File: config.mk
export PLATFORM = sky130hd
export DESIGN_NAME = pgf_sqrt
export DESIGN_NICKNAME = d
export VERILOG_FILES = /design/src/pgf_pkg.sv /design/src/pgf_sqrt.sv
export SDC_FILE = /design/constraint.sdc
export NUM_CORES = 2
export LEC_CHECK = 0
export BUFFER_PORTS_ARGS = -buffer_cell sky130_fd_sc_hd__buf_4
export CAP_MARGIN = 5
export CELL_PAD_IN_SITES_DETAIL_PLACEMENT = 1
export CELL_PAD_IN_SITES_GLOBAL_PLACEMENT = 2
export CORE_MARGIN = 4
export CORE_UTILIZATION = 44
export DETAILED_ROUTE_END_ITERATION = 8
export GPL_TIMING_DRIVEN = 0
export PLACE_DENSITY = 0.95
export SYNTH_ARGS = -nofsm -noshare
export SYNTH_HDL_FRONTEND = slang
export SYNTH_SLANG_ARGS = --single-unit
File: constraint.sdc
create_clock -name clk_i -period 34 [get_ports clk_i]
set_input_delay 3.4 -clock clk_i [delete_from_list [all_inputs] [get_ports clk_i]]
set_output_delay 3.4 -clock clk_i [all_outputs]
set_load 0.01 [all_outputs]
File: src/pgf_pkg.sv
`timescale 1ns / 1ps
// ----------------------------------------------------------------------------
// pgf_pkg
// Shared types, latencies and arithmetic helpers of the pairwise gravity
// force pipeline. Values travel as unsigned m * 2^e with a normalised 32-bit
// mantissa; a zero mantissa stands for zero.
// ----------------------------------------------------------------------------
package pgf_pkg;

  typedef logic signed [15:0] pgf_exp_t;

  typedef struct packed {
    logic [31:0] m;
    pgf_exp_t    e;
  } xnum_t;

  // payload of one item on the input bus, last field (first_x) in the lowest bits
  typedef struct packed {
    logic [47:0] second_mass;
    logic [47:0] second_z;
    logic [47:0] second_y;
    logic [47:0] second_x;
    logic [47:0] first_mass;
    logic [47:0] first_z;
    logic [47:0] first_y;
    logic [47:0] first_x;
  } in_t;

  // what the front end hands on: r^2, axis magnitudes, signs and masses
  typedef struct packed {
    xnum_t         s;
    xnum_t [2:0]   magn;
    logic  [2:0]   dneg;
    xnum_t         m1n;
    xnum_t         m2n;
  } front_t;

  // pipeline depths of the units
  localparam int unsigned LatFront   = 6;
  localparam int unsigned SqrtSteps  = 4;
  localparam int unsigned SqrtStages = 32 / SqrtSteps;
  localparam int unsigned LogStages  = 32;
  localparam int unsigned PowStages  = 32;
  localparam int unsigned LatPow     = LogStages + 1 + PowStages;
  localparam int unsigned DivSteps   = 3;
  localparam int unsigned DivStages  = 33 / DivSteps;

  // 4*pi^2
  localparam xnum_t FourPiSq = '{m: 32'd2649351758, e: -16'sd26};

  // floor square root, used at elaboration to build the root table
  function automatic logic [31:0] pgf_isqrt64(logic [63:0] v);
    logic [34:0] rem;
    logic [34:0] t;
    logic [31:0] q;
    rem = '0;
    q   = '0;
    for (int i = 31; i >= 0; i--) begin
      rem = {rem[32:0], v[2*i+1], v[2*i]};
      t   = {1'b0, q, 2'b01};
      if (rem >= t) begin
        rem = rem - t;
        q   = {q[30:0], 1'b1};
      end else begin
        q   = {q[30:0], 1'b0};
      end
    end
    return q;
  endfunction

  // 2^(2^-n) in Q1.31, by n repeated truncated square roots of 2
  function automatic logic [31:0] pgf_root(int unsigned n);
    logic [63:0] c;
    c = 64'h1_0000_0000;
    for (int unsigned i = 0; i < n; i++) begin
      c = {32'b0, pgf_isqrt64(c << 31)};
    end
    return c[31:0];
  endfunction

  // position of the leading one
  function automatic logic [6:0] pgf_msb(logic [97:0] v);
    logic [6:0] p;
    p = '0;
    for (int i = 0; i < 98; i++) begin
      if (v[i]) p = 7'(i);
    end
    return p;
  endfunction

  // truncate a wide value to the mantissa format, given its leading one
  function automatic xnum_t pgf_norm(logic [97:0] v, logic [6:0] pos, pgf_exp_t base);
    xnum_t       r;
    logic [97:0] sh;
    r  = '0;
    sh = (pos >= 7'd31) ? (v >> (pos - 7'd31)) : (v << (7'd31 - pos));
    if (v != '0) begin
      r.m = sh[31:0];
      r.e = base + pgf_exp_t'({9'b0, pos}) - 16'sd31;
    end
    return r;
  endfunction

  // truncated product of two normalised values
  function automatic xnum_t pgf_mul(xnum_t a, xnum_t b);
    xnum_t       r;
    logic [63:0] p;
    r = '0;
    p = 64'(a.m) * 64'(b.m);
    if (a.m != '0 && b.m != '0) begin
      if (p[63]) begin
        r.m = p[63:32];
        r.e = a.e + b.e + 16'sd32;
      end else begin
        r.m = p[62:31];
        r.e = a.e + b.e + 16'sd31;
      end
    end
    return r;
  endfunction

  // truncate to signed Q32.32 with the given sign, saturating
  function automatic logic [63:0] pgf_tofix(xnum_t v, logic neg);
    logic signed [16:0] sh;
    logic [63:0]        mag;
    logic [63:0]        res;
    logic [5:0]         amt;
    sh  = 17'(v.e) + 17'sd32;
    mag = '0;
    amt = '0;
    if (v.m != '0 && sh >= 17'sd32) begin
      res = neg ? 64'h8000_0000_0000_0000 : 64'h7FFF_FFFF_FFFF_FFFF;
    end else begin
      if (v.m == '0) begin
        mag = '0;
      end else if (sh >= 17'sd0) begin
        mag = {32'b0, v.m} << sh[4:0];
      end else if (sh > -17'sd64) begin
        amt = 6'(-sh);
        mag = {32'b0, v.m} >> amt;
      end
      res = neg ? (~mag + 64'd1) : mag;
    end
    return res;
  endfunction

endpackage

File: src/pgf_sqrt.sv
`timescale 1ns / 1ps
// ----------------------------------------------------------------------------
// pgf_sqrt
// Pipelined digit-by-digit square root of a mantissa value, four result bits
// per stage. The result mantissa comes out already normalised.
// ----------------------------------------------------------------------------
module pgf_sqrt (
  input  logic          clk_i,
  input  logic          en_i,
  input  pgf_pkg::xnum_t s_i,
  output pgf_pkg::xnum_t r_o
);
  import pgf_pkg::*;

  typedef struct packed {
    logic [63:0] v;
    logic [34:0] rem;
    logic [31:0] q;
    pgf_exp_t    e;
  } sq_t;

  sq_t st_q [SqrtStages];
  sq_t st_d [SqrtStages];
  sq_t init;

  function automatic sq_t sq_step(sq_t a);
    sq_t         b;
    logic [34:0] r;
    logic [34:0] t;
    b = a;
    r = {a.rem[32:0], a.v[63:62]};
    t = {1'b0, a.q, 2'b01};
    b.v = a.v << 2;
    if (r >= t) begin
      b.rem = r - t;
      b.q   = {a.q[30:0], 1'b1};
    end else begin
      b.rem = r;
      b.q   = {a.q[30:0], 1'b0};
    end
    return b;
  endfunction

  // align the radicand to an even exponent
  always_comb begin
    pgf_exp_t eo;
    init     = '0;
    eo       = s_i.e - (s_i.e[0] ? 16'sd31 : 16'sd32);
    init.v   = s_i.e[0] ? {1'b0, s_i.m, 31'b0} : {s_i.m, 32'b0};
    init.e   = eo >>> 1;
  end

  for (genvar k = 0; k < SqrtStages; k++) begin : g_stage
    // resolve the next group of root bits
    always_comb begin
      sq_t c;
      c = (k == 0) ? init : st_q[(k == 0) ? 0 : k - 1];
      for (int j = 0; j < SqrtSteps; j++) c = sq_step(c);
      st_d[k] = c;
    end

    always_ff @(posedge clk_i) begin
      if (en_i) st_q[k] <= st_d[k];
    end
  end

  assign r_o.m = st_q[SqrtStages-1].q;
  assign r_o.e = st_q[SqrtStages-1].e;

endmodule

==> metrics <==
status completed; Max Clk Rate ~0.053 GHz; worst-path fanout max 11; CTS sink cnt ~540; Layout Utilization between 40% and 50%; H-Tree Level Count 3; worst-skew pair later-pin latency approximately 700 ps; setup ws final roughly 15000 ps; number of flops mapped to enable cells by yosys ~540; critical path's slowest cell nor3_1; Max VDD drop roughly 100 uV; vias in the first global route approximately 54000; area of the core roughly 0.13 sq mm; CTS tree built; Pwr Density approximately 120 mW/mm^2; First DRT Iteration DRCs between 3000 and 4000; Worst EP required between 30000 and 40000 ps; clk root buf clkbuf_16; period utilization 55.3%; GRT overflow 0; CP arrival 19240 ps; post-route minimum period around 19000 ps; Max Root-Sink Buffers 3; count of mapped cells out of synthesis about 6800; Netlist cell types roughly 130; Min-Delay Path Class flip-flop to flip-flop; pre-CTS WS 15630 ps; drt via density 6.06; Leakage roughly 25 nW; GR Util All Layers a little over a quarter; via count roughly 53000; Initial Utilization between 40 and 50%; sequential-to-total area share from yosys stat approximately 28%; CP Launch Type flip-flop; Slew @ Worst Pin between 1000 and 1500 ps; max reg flops ~540; largest net degree at the start of global routing between 100 and 150; Non-Filler Instances approximately 8700; Cell Area, Synth between 0.05 and 0.06 sq mm; Synth Register Bits ~540; DRC 0; RePlAce Congestion 0.938; Setup Skew between 60 and 70 ps; initial antenna violation count 5; ys flop type edfxtp_1; Max-Cap Viols 0; Setup Crit Path Kind flip-flop to flip-flop; R2R setup slack around 15000 ps; share of post-route cells with drive strength above 1 around 8.0%; YS warnings 0; Hold Buf Count CTS 0; first-pass GRT wire length roughly 300000 um; Avg Inst Size Synth 8.51 sq um; Die H between 300 and 400 um; Die W between 300 and 400 um; Area Growth Syn to Fin 9.56%; DIE AREA 0.136 sq mm; WL final 191000 um; Worst setup EP type flip-flop; Fillers about 15000; ANT nets after route 0; input/output buffers between 90 and 100; setup_tns 0 ps; Biggest register st_q; RSZ-0062 raised after global routing false; Top Registers st_q: 544 flops; count leader, synth a21oi_1; # resized after CTS 0; Inst Count DP between 8000 and 9000; Final setup viols 0; top post-synthesis cells by area edfxtp_1, ha_1, xnor2_1; setup bufs post-CTS 0; Max Slew Vio Count 0; IO Count a little under 100; clock-pin transition on the worst setup and hold timing paths roughly 60 ps; 1st-pass router iterations 5; FP Rows around 130; Post-synth ARST share 0%; nets 7520; Routed WL per cell about 22 um; Post-DP HPWL around 160000 um; area share of the largest cell type after synthesis 28.4%; max incr delay on CP 740 ps; Hold Fails Final Rpt 0; Commonest cells post-synth a21oi_1, nor2_1, nand2_1; Worst slew margin between 20% and 30%; leading area contributor after synthesis edfxtp_1; CTS Buf Count between 60 and 70
## critical path: cells and delay by family, from the launching register on
kind            cells  cell delay [ps]
compound gates     27             7910
buf+inv            11             4530
simple gates       12             3920
fa+ha+maj           5             1630
flops               1              480
## kinds of logic after synthesis
kind of cell	Yosys count	share of synthesized area, %
XOR/XNOR	666	10.2
adder cells (fa/ha/maj)	540	11.9
AO/OA/AOI/OAI	1986	22.3
AND/OR/NAND/NOR	2290	20.3
other	1	0.00653
flip-flops	544	28.4
buffers and inverters	589	4.30
multiplexers	137	2.61
## per-layer routing
metal  up-vias  global-route usage, %  share of wire (%)
met3       232                   2.60                4.7
met5         -                      0                  0
met4         0                   7.72                2.7
met2      1132                   45.4                 46
li1      25400                      -                  -
met1     26200                   37.8                 46
## cell type report
cell class	count	area [sq um]	share of cell area [%]
multi-input combinational	5625	38700	61.4
tap	1742	2180	3.46
clock inverter	54	692	1.10
clock buffer	72	1720	2.73
buffer	219	1070	1.70
sequential	544	16300	26.0
timing repair buffer	102	873	1.39
antenna	2	5.00	0.00795
inverter	370	1400	2.22
## worst paths after layout
check | from | to | cells past startpoint
max | st_q[1][188] | st_q[1][329] | 55
min | st_q[0][261] | st_q[0][408] | 0
max reg2reg | st_q[1][188] | st_q[1][329] | 55
min reg2reg | st_q[0][261] | st_q[0][408] | 0
## layout by cell type (no fill, tap or decap), types with 21 or more instances in the layout
| cell | instances |
|---|---|
| a211o_1 | 26 |
| a211oi_1 | 60 |
| a21boi_0 | 31 |
| a21o_1 | 225 |
| a21oi_1 | 639 |
| a31o_2 | 21 |
| a31oi_1 | 72 |
| and2_1 | 59 |
| and3_1 | 61 |
| and4_1 | 28 |
| buf_2 | 29 |
| buf_4 | 149 |
| clkbuf_1 | 119 |
| clkbuf_16 | 68 |
| clkinv_1 | 22 |
| edfxtp_1 | 544 |
| ha_1 | 532 |
| inv_1 | 353 |
| mux2_2 | 101 |
| mux2i_1 | 36 |
| nand2_1 | 553 |
| nand2b_1 | 100 |
| nand3_1 | 160 |
| nand3b_1 | 22 |
| nand4_1 | 95 |
| nor2_1 | 606 |
| nor2b_1 | 72 |
| nor3_1 | 166 |
| nor4_1 | 79 |
| o211ai_1 | 52 |
| o21a_1 | 62 |
| o21ai_0 | 372 |
| o21bai_1 | 104 |
| o31ai_1 | 72 |
| or2_2 | 50 |
| or3_1 | 73 |
| or4_1 | 41 |
| xnor2_1 | 424 |
| xor2_1 | 242 |
## power breakdown
group / switching, mW / total (mW) / internal (mW) / leakage (nW)
clock network: 0.330 / 0.771 / 0.441 / 1.14
logic: 3.28 / 5.46 / 2.18 / 18.9
registers: 0.105 / 1.11 / 1.01 / 5.14
total: 3.72 / 7.34 / 3.63 / 25.2
## metrics by stage
stage | hold WS (ps) | power [mW] | cell area, sq um
after global routing | 400 | 7.99 | 62900
after CTS | 360 | 7.30 | 62900
final | 374 | 7.34 | 62900
after detailed placement | 406 | 6.45 | 60500
after floorplan | 400 | 5.13 | 57500
after global placement | 400 | 6.28 | 60400
Power figures use the tool's default switching activity.
