## src/pgf_pkg.sv

```systemverilog
`timescale 1ns / 1ps
// ----------------------------------------------------------------------------
// pgf_pkg
// Shared types, latencies and arithmetic helpers of the pairwise gravity
// force pipeline. Values travel as unsigned m * 2^e with a normalised 32-bit
// mantissa; a zero mantissa stands for zero.
// ----------------------------------------------------------------------------
package pgf_pkg;

  typedef logic signed [15:0] pgf_exp_t;

  typedef struct packed {
    logic [31:0] m;
    pgf_exp_t    e;
  } xnum_t;

  // payload of one item on the input bus, last field (first_x) in the lowest bits
  typedef struct packed {
    logic [47:0] second_mass;
    logic [47:0] second_z;
    logic [47:0] second_y;
    logic [47:0] second_x;
    logic [47:0] first_mass;
    logic [47:0] first_z;
    logic [47:0] first_y;
    logic [47:0] first_x;
  } in_t;

  // what the front end hands on: r^2, axis magnitudes, signs and masses
  typedef struct packed {
    xnum_t         s;
    xnum_t [2:0]   magn;
    logic  [2:0]   dneg;
    xnum_t         m1n;
    xnum_t         m2n;
  } front_t;

  // pipeline depths of the units
  localparam int unsigned LatFront   = 6;
  localparam int unsigned SqrtSteps  = 4;
  localparam int unsigned SqrtStages = 32 / SqrtSteps;
  localparam int unsigned LogStages  = 32;
  localparam int unsigned PowStages  = 32;
  localparam int unsigned LatPow     = LogStages + 1 + PowStages;
  localparam int unsigned DivSteps   = 3;
  localparam int unsigned DivStages  = 33 / DivSteps;

  // 4*pi^2
  localparam xnum_t FourPiSq = '{m: 32'd2649351758, e: -16'sd26};

  // floor square root, used at elaboration to build the root table
  function automatic logic [31:0] pgf_isqrt64(logic [63:0] v);
    logic [34:0] rem;
    logic [34:0] t;
    logic [31:0] q;
    rem = '0;
    q   = '0;
    for (int i = 31; i >= 0; i--) begin
      rem = {rem[32:0], v[2*i+1], v[2*i]};
      t   = {1'b0, q, 2'b01};
      if (rem >= t) begin
        rem = rem - t;
        q   = {q[30:0], 1'b1};
      end else begin
        q   = {q[30:0], 1'b0};
      end
    end
    return q;
  endfunction

  // 2^(2^-n) in Q1.31, by n repeated truncated square roots of 2
  function automatic logic [31:0] pgf_root(int unsigned n);
    logic [63:0] c;
    c = 64'h1_0000_0000;
    for (int unsigned i = 0; i < n; i++) begin
      c = {32'b0, pgf_isqrt64(c << 31)};
    end
    return c[31:0];
  endfunction

  // position of the leading one
  function automatic logic [6:0] pgf_msb(logic [97:0] v);
    logic [6:0] p;
    p = '0;
    for (int i = 0; i < 98; i++) begin
      if (v[i]) p = 7'(i);
    end
    return p;
  endfunction

  // truncate a wide value to the mantissa format, given its leading one
  function automatic xnum_t pgf_norm(logic [97:0] v, logic [6:0] pos, pgf_exp_t base);
    xnum_t       r;
    logic [97:0] sh;
    r  = '0;
    sh = (pos >= 7'd31) ? (v >> (pos - 7'd31)) : (v << (7'd31 - pos));
    if (v != '0) begin
      r.m = sh[31:0];
      r.e = base + pgf_exp_t'({9'b0, pos}) - 16'sd31;
    end
    return r;
  endfunction

  // truncated product of two normalised values
  function automatic xnum_t pgf_mul(xnum_t a, xnum_t b);
    xnum_t       r;
    logic [63:0] p;
    r = '0;
    p = 64'(a.m) * 64'(b.m);
    if (a.m != '0 && b.m != '0) begin
      if (p[63]) begin
        r.m = p[63:32];
        r.e = a.e + b.e + 16'sd32;
      end else begin
        r.m = p[62:31];
        r.e = a.e + b.e + 16'sd31;
      end
    end
    return r;
  endfunction

  // truncate to signed Q32.32 with the given sign, saturating
  function automatic logic [63:0] pgf_tofix(xnum_t v, logic neg);
    logic signed [16:0] sh;
    logic [63:0]        mag;
    logic [63:0]        res;
    logic [5:0]         amt;
    sh  = 17'(v.e) + 17'sd32;
    mag = '0;
    amt = '0;
    if (v.m != '0 && sh >= 17'sd32) begin
      res = neg ? 64'h8000_0000_0000_0000 : 64'h7FFF_FFFF_FFFF_FFFF;
    end else begin
      if (v.m == '0) begin
        mag = '0;
      end else if (sh >= 17'sd0) begin
        mag = {32'b0, v.m} << sh[4:0];
      end else if (sh > -17'sd64) begin
        amt = 6'(-sh);
        mag = {32'b0, v.m} >> amt;
      end
      res = neg ? (~mag + 64'd1) : mag;
    end
    return res;
  endfunction

endpackage

```

## src/pgf_div.sv

```systemverilog
`timescale 1ns / 1ps
// ----------------------------------------------------------------------------
// pgf_div
// Pipelined restoring divider for mantissa values: 33 quotient bits, three
// per stage, then a one-bit normalisation.
// ----------------------------------------------------------------------------
module pgf_div (
  input  logic           clk_i,
  input  logic           en_i,
  input  pgf_pkg::xnum_t a_i,
  input  pgf_pkg::xnum_t b_i,
  output pgf_pkg::xnum_t q_o
);
  import pgf_pkg::*;

  typedef struct packed {
    logic [31:0] rem;
    logic [32:0] q;
    logic [31:0] b;
    logic        a0;
    pgf_exp_t    e;
    logic        zero;
  } dv_t;

  dv_t st_q [DivStages];
  dv_t st_d [DivStages];
  dv_t init;
  dv_t last;

  always_comb begin
    init      = '0;
    init.rem  = {1'b0, a_i.m[31:1]};
    init.b    = b_i.m;
    init.a0   = a_i.m[0];
    init.e    = a_i.e - b_i.e - 16'sd32;
    init.zero = (a_i.m == '0) || (b_i.m == '0);
  end

  for (genvar k = 0; k < DivStages; k++) begin : g_stage
    // compare and subtract, one quotient bit a step
    always_comb begin
      dv_t         c;
      logic [32:0] r2;
      c = (k == 0) ? init : st_q[(k == 0) ? 0 : k - 1];
      for (int j = 0; j < DivSteps; j++) begin
        r2 = {c.rem, (k == 0 && j == 0) ? c.a0 : 1'b0};
        if (r2 >= {1'b0, c.b}) begin
          r2  = r2 - {1'b0, c.b};
          c.q = {c.q[31:0], 1'b1};
        end else begin
          c.q = {c.q[31:0], 1'b0};
        end
        c.rem = r2[31:0];
      end
      st_d[k] = c;
    end

    always_ff @(posedge clk_i) begin
      if (en_i) st_q[k] <= st_d[k];
    end
  end

  // drop the extra quotient bit when present
  always_comb begin
    last = st_q[DivStages-1];
    q_o  = '0;
    if (!last.zero) begin
      if (last.q[32]) begin
        q_o.m = last.q[32:1];
        q_o.e = last.e + 16'sd1;
      end else begin
        q_o.m = last.q[31:0];
        q_o.e = last.e;
      end
    end
  end

endmodule

```

## config.mk

```make
export PLATFORM = sky130hd
export DESIGN_NAME = pgf_div
export DESIGN_NICKNAME = d
export VERILOG_FILES = /design/src/pgf_pkg.sv /design/src/pgf_div.sv
export SDC_FILE = /design/constraint.sdc
export NUM_CORES = 2
export LEC_CHECK = 0
export BUFFER_PORTS_ARGS = -buffer_cell sky130_fd_sc_hd__buf_2
export CORE_MARGIN = 2
export CORE_UTILIZATION = 49
export DETAILED_ROUTE_END_ITERATION = 10
export GPL_TIMING_DRIVEN = 1
export HOLD_SLACK_MARGIN = 0.02
export SYNTH_ARGS = -nofsm -noshare
export SYNTH_HDL_FRONTEND = slang
export SYNTH_SLANG_ARGS = --single-unit
```

## constraint.sdc

```tcl
create_clock -name clk_i -period 29.1 [get_ports clk_i]
set_clock_uncertainty 0.15 [all_clocks]
set_input_delay 5.82 -clock clk_i [delete_from_list [all_inputs] [get_ports clk_i]]
set_output_delay 5.82 -clock clk_i [all_outputs]
set_load 0.02 [all_outputs]
```

==> summary.md <==
| Metric | Value |
|---|---|
| Status | `complete, no violations` |
| HPWL Detailed | `250,000 µm` |
| Fin cells | `13,215` |
| Yosys reg bits | `1,025` |
| Initial antenna violation count | `9` |
| Vias in the first global route | `76,336` |
| Final GP Congestion | `0.948` |
| Initial Util | `49.3%` |
| Post-Synth Adder-Cell Area | `14.1%` |
| Register name with the most flops | `st_q` |
| RSZ-0062 raised after global routing | `no` |
| Final setup vio count | `0` |
| Reg2reg start | `st_q[7][19]$_DFFE_PP_` |
| CTS Buffer Depth | `3` |
| Clock sinks | `1,025` |
| Gr usage total | `30.0%` |
| I/O Buffers | `145` |
| Mapped Cells | `10,408` |
| CTS Hold Buffers Added | `0` |
| Setup TNS | `0 ns` |
| Post-CTS Setup Bufs | `0` |
| Die area | `200,000 µm²` |
| Ys Warns | `0` |
| First-pass detailed-route iteration total | `7` |
| Main combinational cell family by area after synthesis | `compound AO/OA/AOI/OAI gates` |
| Endpoint class of the critical path | `register` |
| Fin. Hold Viols | `0` |
| Fillers | `17,861` |
| Largest net degree at the start of global routing | `159` |
| Max Fclk | `53.4 MHz` |
| CTS tree | `built` |
| Top Registers | `st_q (1025)` |
| Top cell family by delay on the critical path | `compound AO/OA/AOI/OAI gates` |
| Total CTS buffers | `115` |
| Share of cells above drive strength 1 | `9.78%` |
| Post-synthesis mux area share | `7.47%` |
| Post-synthesis compound-gate area fraction | `21.4%` |
| Worst min-delay path startpoint | `st_q[4][54]$_DFFE_PP_` |
| Syn nets | `11,584` |
| Critical path class | `primary input to register` |
| Worst path bufs/invs | `8` |
| Wire per inst | `23.3 µm` |
| Vias per Instance | `6.08` |
| Final period utilization | `64.4%` |
| Register area share after synthesis | `32.0%` |
| Via count | `80,334` |
| CTS clk-pin slew, worst paths | `0.06 ns` |
| Post-synth EDFFs | `1,025` |
| Tmin final | `18.73 ns` |
| Slew Viols, Final | `0` |
| Total grt overflow | `0` |
| Slowest CP cell | `nand2_1` |
| Routed Antenna Nets | `0` |
| Max-capacitance violation count | `0` |
| Asr flop ratio synth | `0%` |
| Synth Area in Simple Gates | `12.9%` |
| Nets | `11,659` |
| Synth Flop Type | `edfxtp_1` |
| Die width | `447 µm` |
| Row count | `162` |
| # resized after CTS | `0` |
| CTS HTree Levels | `3` |
| Synth-to-layout area growth | `7.91%` |
| Placed insts | `12,990` |
| IO Count | `146` |
| Rel. slew slack | `21.7%` |
| Die height | `447 µm` |
| Unique masters post-synth | `100` |
| Global-route wire length before repair | `462,000 µm` |
| Worst setup path start | `b_i[16]` |
| Startpoint Class | `primary input` |
| Min-Delay Path Class | `register to register` |
| Slew of the pin with the lowest slew margin | `1.18 ns` |
| CORE AREA | `195,000 µm²` |
| CP required | `29.45 ns` |
| Crit Path Max Fanout | `38` |
| WL final | `307,000 µm` |
| CP max stage delay | `0.84 ns` |
| Max reg flops | `1,025` |
| DR iter-0 viols | `6,751` |
| Syn avg cell area | `9.23 µm²` |
| Mapped Area | `96,000 µm²` |
| Post-Synth XOR/XNOR Area | `8.03%` |
| Critical path arrival | `19.08 ns` |
| Worst-Skew Late Latency | `0.82 ns` |
| Remaining DRCs | `0` |
| Root buffer cell | `clkbuf_16` |
## through the flow
step                      util (%)  hold slack (ns)  instance area (µm²)  setup slack (ns)
after detailed placement      51.1            0.255                99600              9.61
after global routing          53.2            0.236               104000              9.40
after CTS                     53.2            0.214               104000             10.38
after floorplan                  -            0.250                96000             14.20
final                         53.2            0.231               104000             10.37
after global placement        51.1            0.251                99600              9.48
## area by class of cell
type | count | area, µm² | share of cell area (%)
antenna | 6 | 15.0 | 0.0145
clock buffer | 133 | 2970 | 2.86
timing repair buffer | 205 | 1210 | 1.17
clock inverter | 86 | 1030 | 0.997
tap | 2624 | 3280 | 3.17
multi-input combinational | 8395 | 61600 | 59.4
inverter | 741 | 2780 | 2.68
sequential | 1025 | 30800 | 29.7
## synthesized netlist by cell type (19+ instances only)
cell	number	area share [%]
a2111oi_0	32	0.29
a211o_1	30	0.27
a211oi_1	90	0.70
a21boi_0	36	0.28
a21o_1	392	3.1
a21oi_1	951	5.0
a221o_1	39	0.41
a221oi_1	30	0.27
a2bb2oi_1	22	0.20
a31o_2	25	0.23
a31oi_1	117	0.76
a41oi_1	19	0.17
and2_1	68	0.44
and3_1	82	0.53
and4_1	35	0.32
buf_1	26	0.10
buf_2	36	0.19
clkbuf_1	175	0.68
edfxtp_1	1025	32
ha_1	1065	14
inv_1	732	2.9
mux2_2	447	5.2
mux2_4	54	0.84
mux2i_1	131	1.4
nand2_1	720	2.8
nand2b_1	138	0.90
nand3_1	215	1.1
nand4_1	149	0.97
nor2_1	680	2.7
nor2b_1	120	0.78
nor3_1	143	0.75
nor4_1	60	0.39
o211ai_1	72	0.56
o21a_1	156	1.2
o21ai_0	727	3.8
o21bai_1	131	1.0
o221ai_1	27	0.25
o22ai_1	24	0.16
o311ai_0	20	0.18
o31a_1	27	0.25
o31ai_1	83	0.65
or2_2	56	0.36
or3_1	42	0.27
xnor2_1	567	5.2
xor2_1	313	2.9
## worst paths after layout
kind / endpoint / slack [ns] / cells past startpoint
max: st_q[0][89]$_DFFE_PP_ / 10.37 / 39
min: st_q[5][57]$_DFFE_PP_ / 0.23 / 0
max reg2reg: st_q[8][87]$_DFFE_PP_ / 15.52 / 35
min reg2reg: st_q[5][57]$_DFFE_PP_ / 0.23 / 0
## cell families (layout without fill, tap and decap cells)
kind of cell | after synthesis | in the layout
AO/OA/AOI/OAI | 3223 | 3223
adder cells (fa/ha/maj) | 1078 | 1078
XOR/XNOR | 880 | 880
flip-flops | 1025 | 1025
other | 0 | 6
buffers and inverters | 988 | 1165
AND/OR/NAND/NOR | 2581 | 2581
multiplexers | 633 | 633
## cell usage in the layout (no fill, tap or decap), types with 30 or more instances in the layout
cell	instances
mux2i_1	131
a31oi_1	115
o21a_1	156
o21ai_0	726
nand4_1	149
a21o_1	392
a211oi_1	89
and3_1	82
o21bai_1	131
clkbuf_16	116
xor2_1	313
nand2b_1	138
a21oi_1	949
and2_1	68
a221o_1	39
o211ai_1	72
a211o_1	30
edfxtp_1	1025
o31ai_1	83
and4_1	35
xnor2_1	567
nor4_1	60
a21boi_0	36
buf_4	58
nor2b_1	120
or2_2	56
buf_2	144
nand2_1	720
mux2_2	447
a2111oi_0	31
nor2_1	680
or3_1	42
mux2_4	54
inv_1	732
a221oi_1	30
nand3_1	215
nor3_1	143
ha_1	1065
## routing by layer
metal	up-vias	GRT usage [%]	share of wire, %
met5	-	0	0.0072
met4	4	11.2	4.1
met3	451	3.06	5.0
met2	2270	50.7	47
met1	38517	39.7	44
li1	39092	-	-
## worst register-to-register path, delay by kind of cell, from the launching register on
kind,cells,cell delay [ns]
buffers and inverters,4,1.08
adder cells (fa/ha/maj),3,1.05
flip-flops,1,0.51
AND/OR/NAND/NOR,4,1.53
AO/OA/AOI/OAI,20,6.79
multiplexers,4,2.21
Power is left out: the tool's default activity adds up to more than one toggle a clock period on the data nets, which glitch-free logic cannot reach.
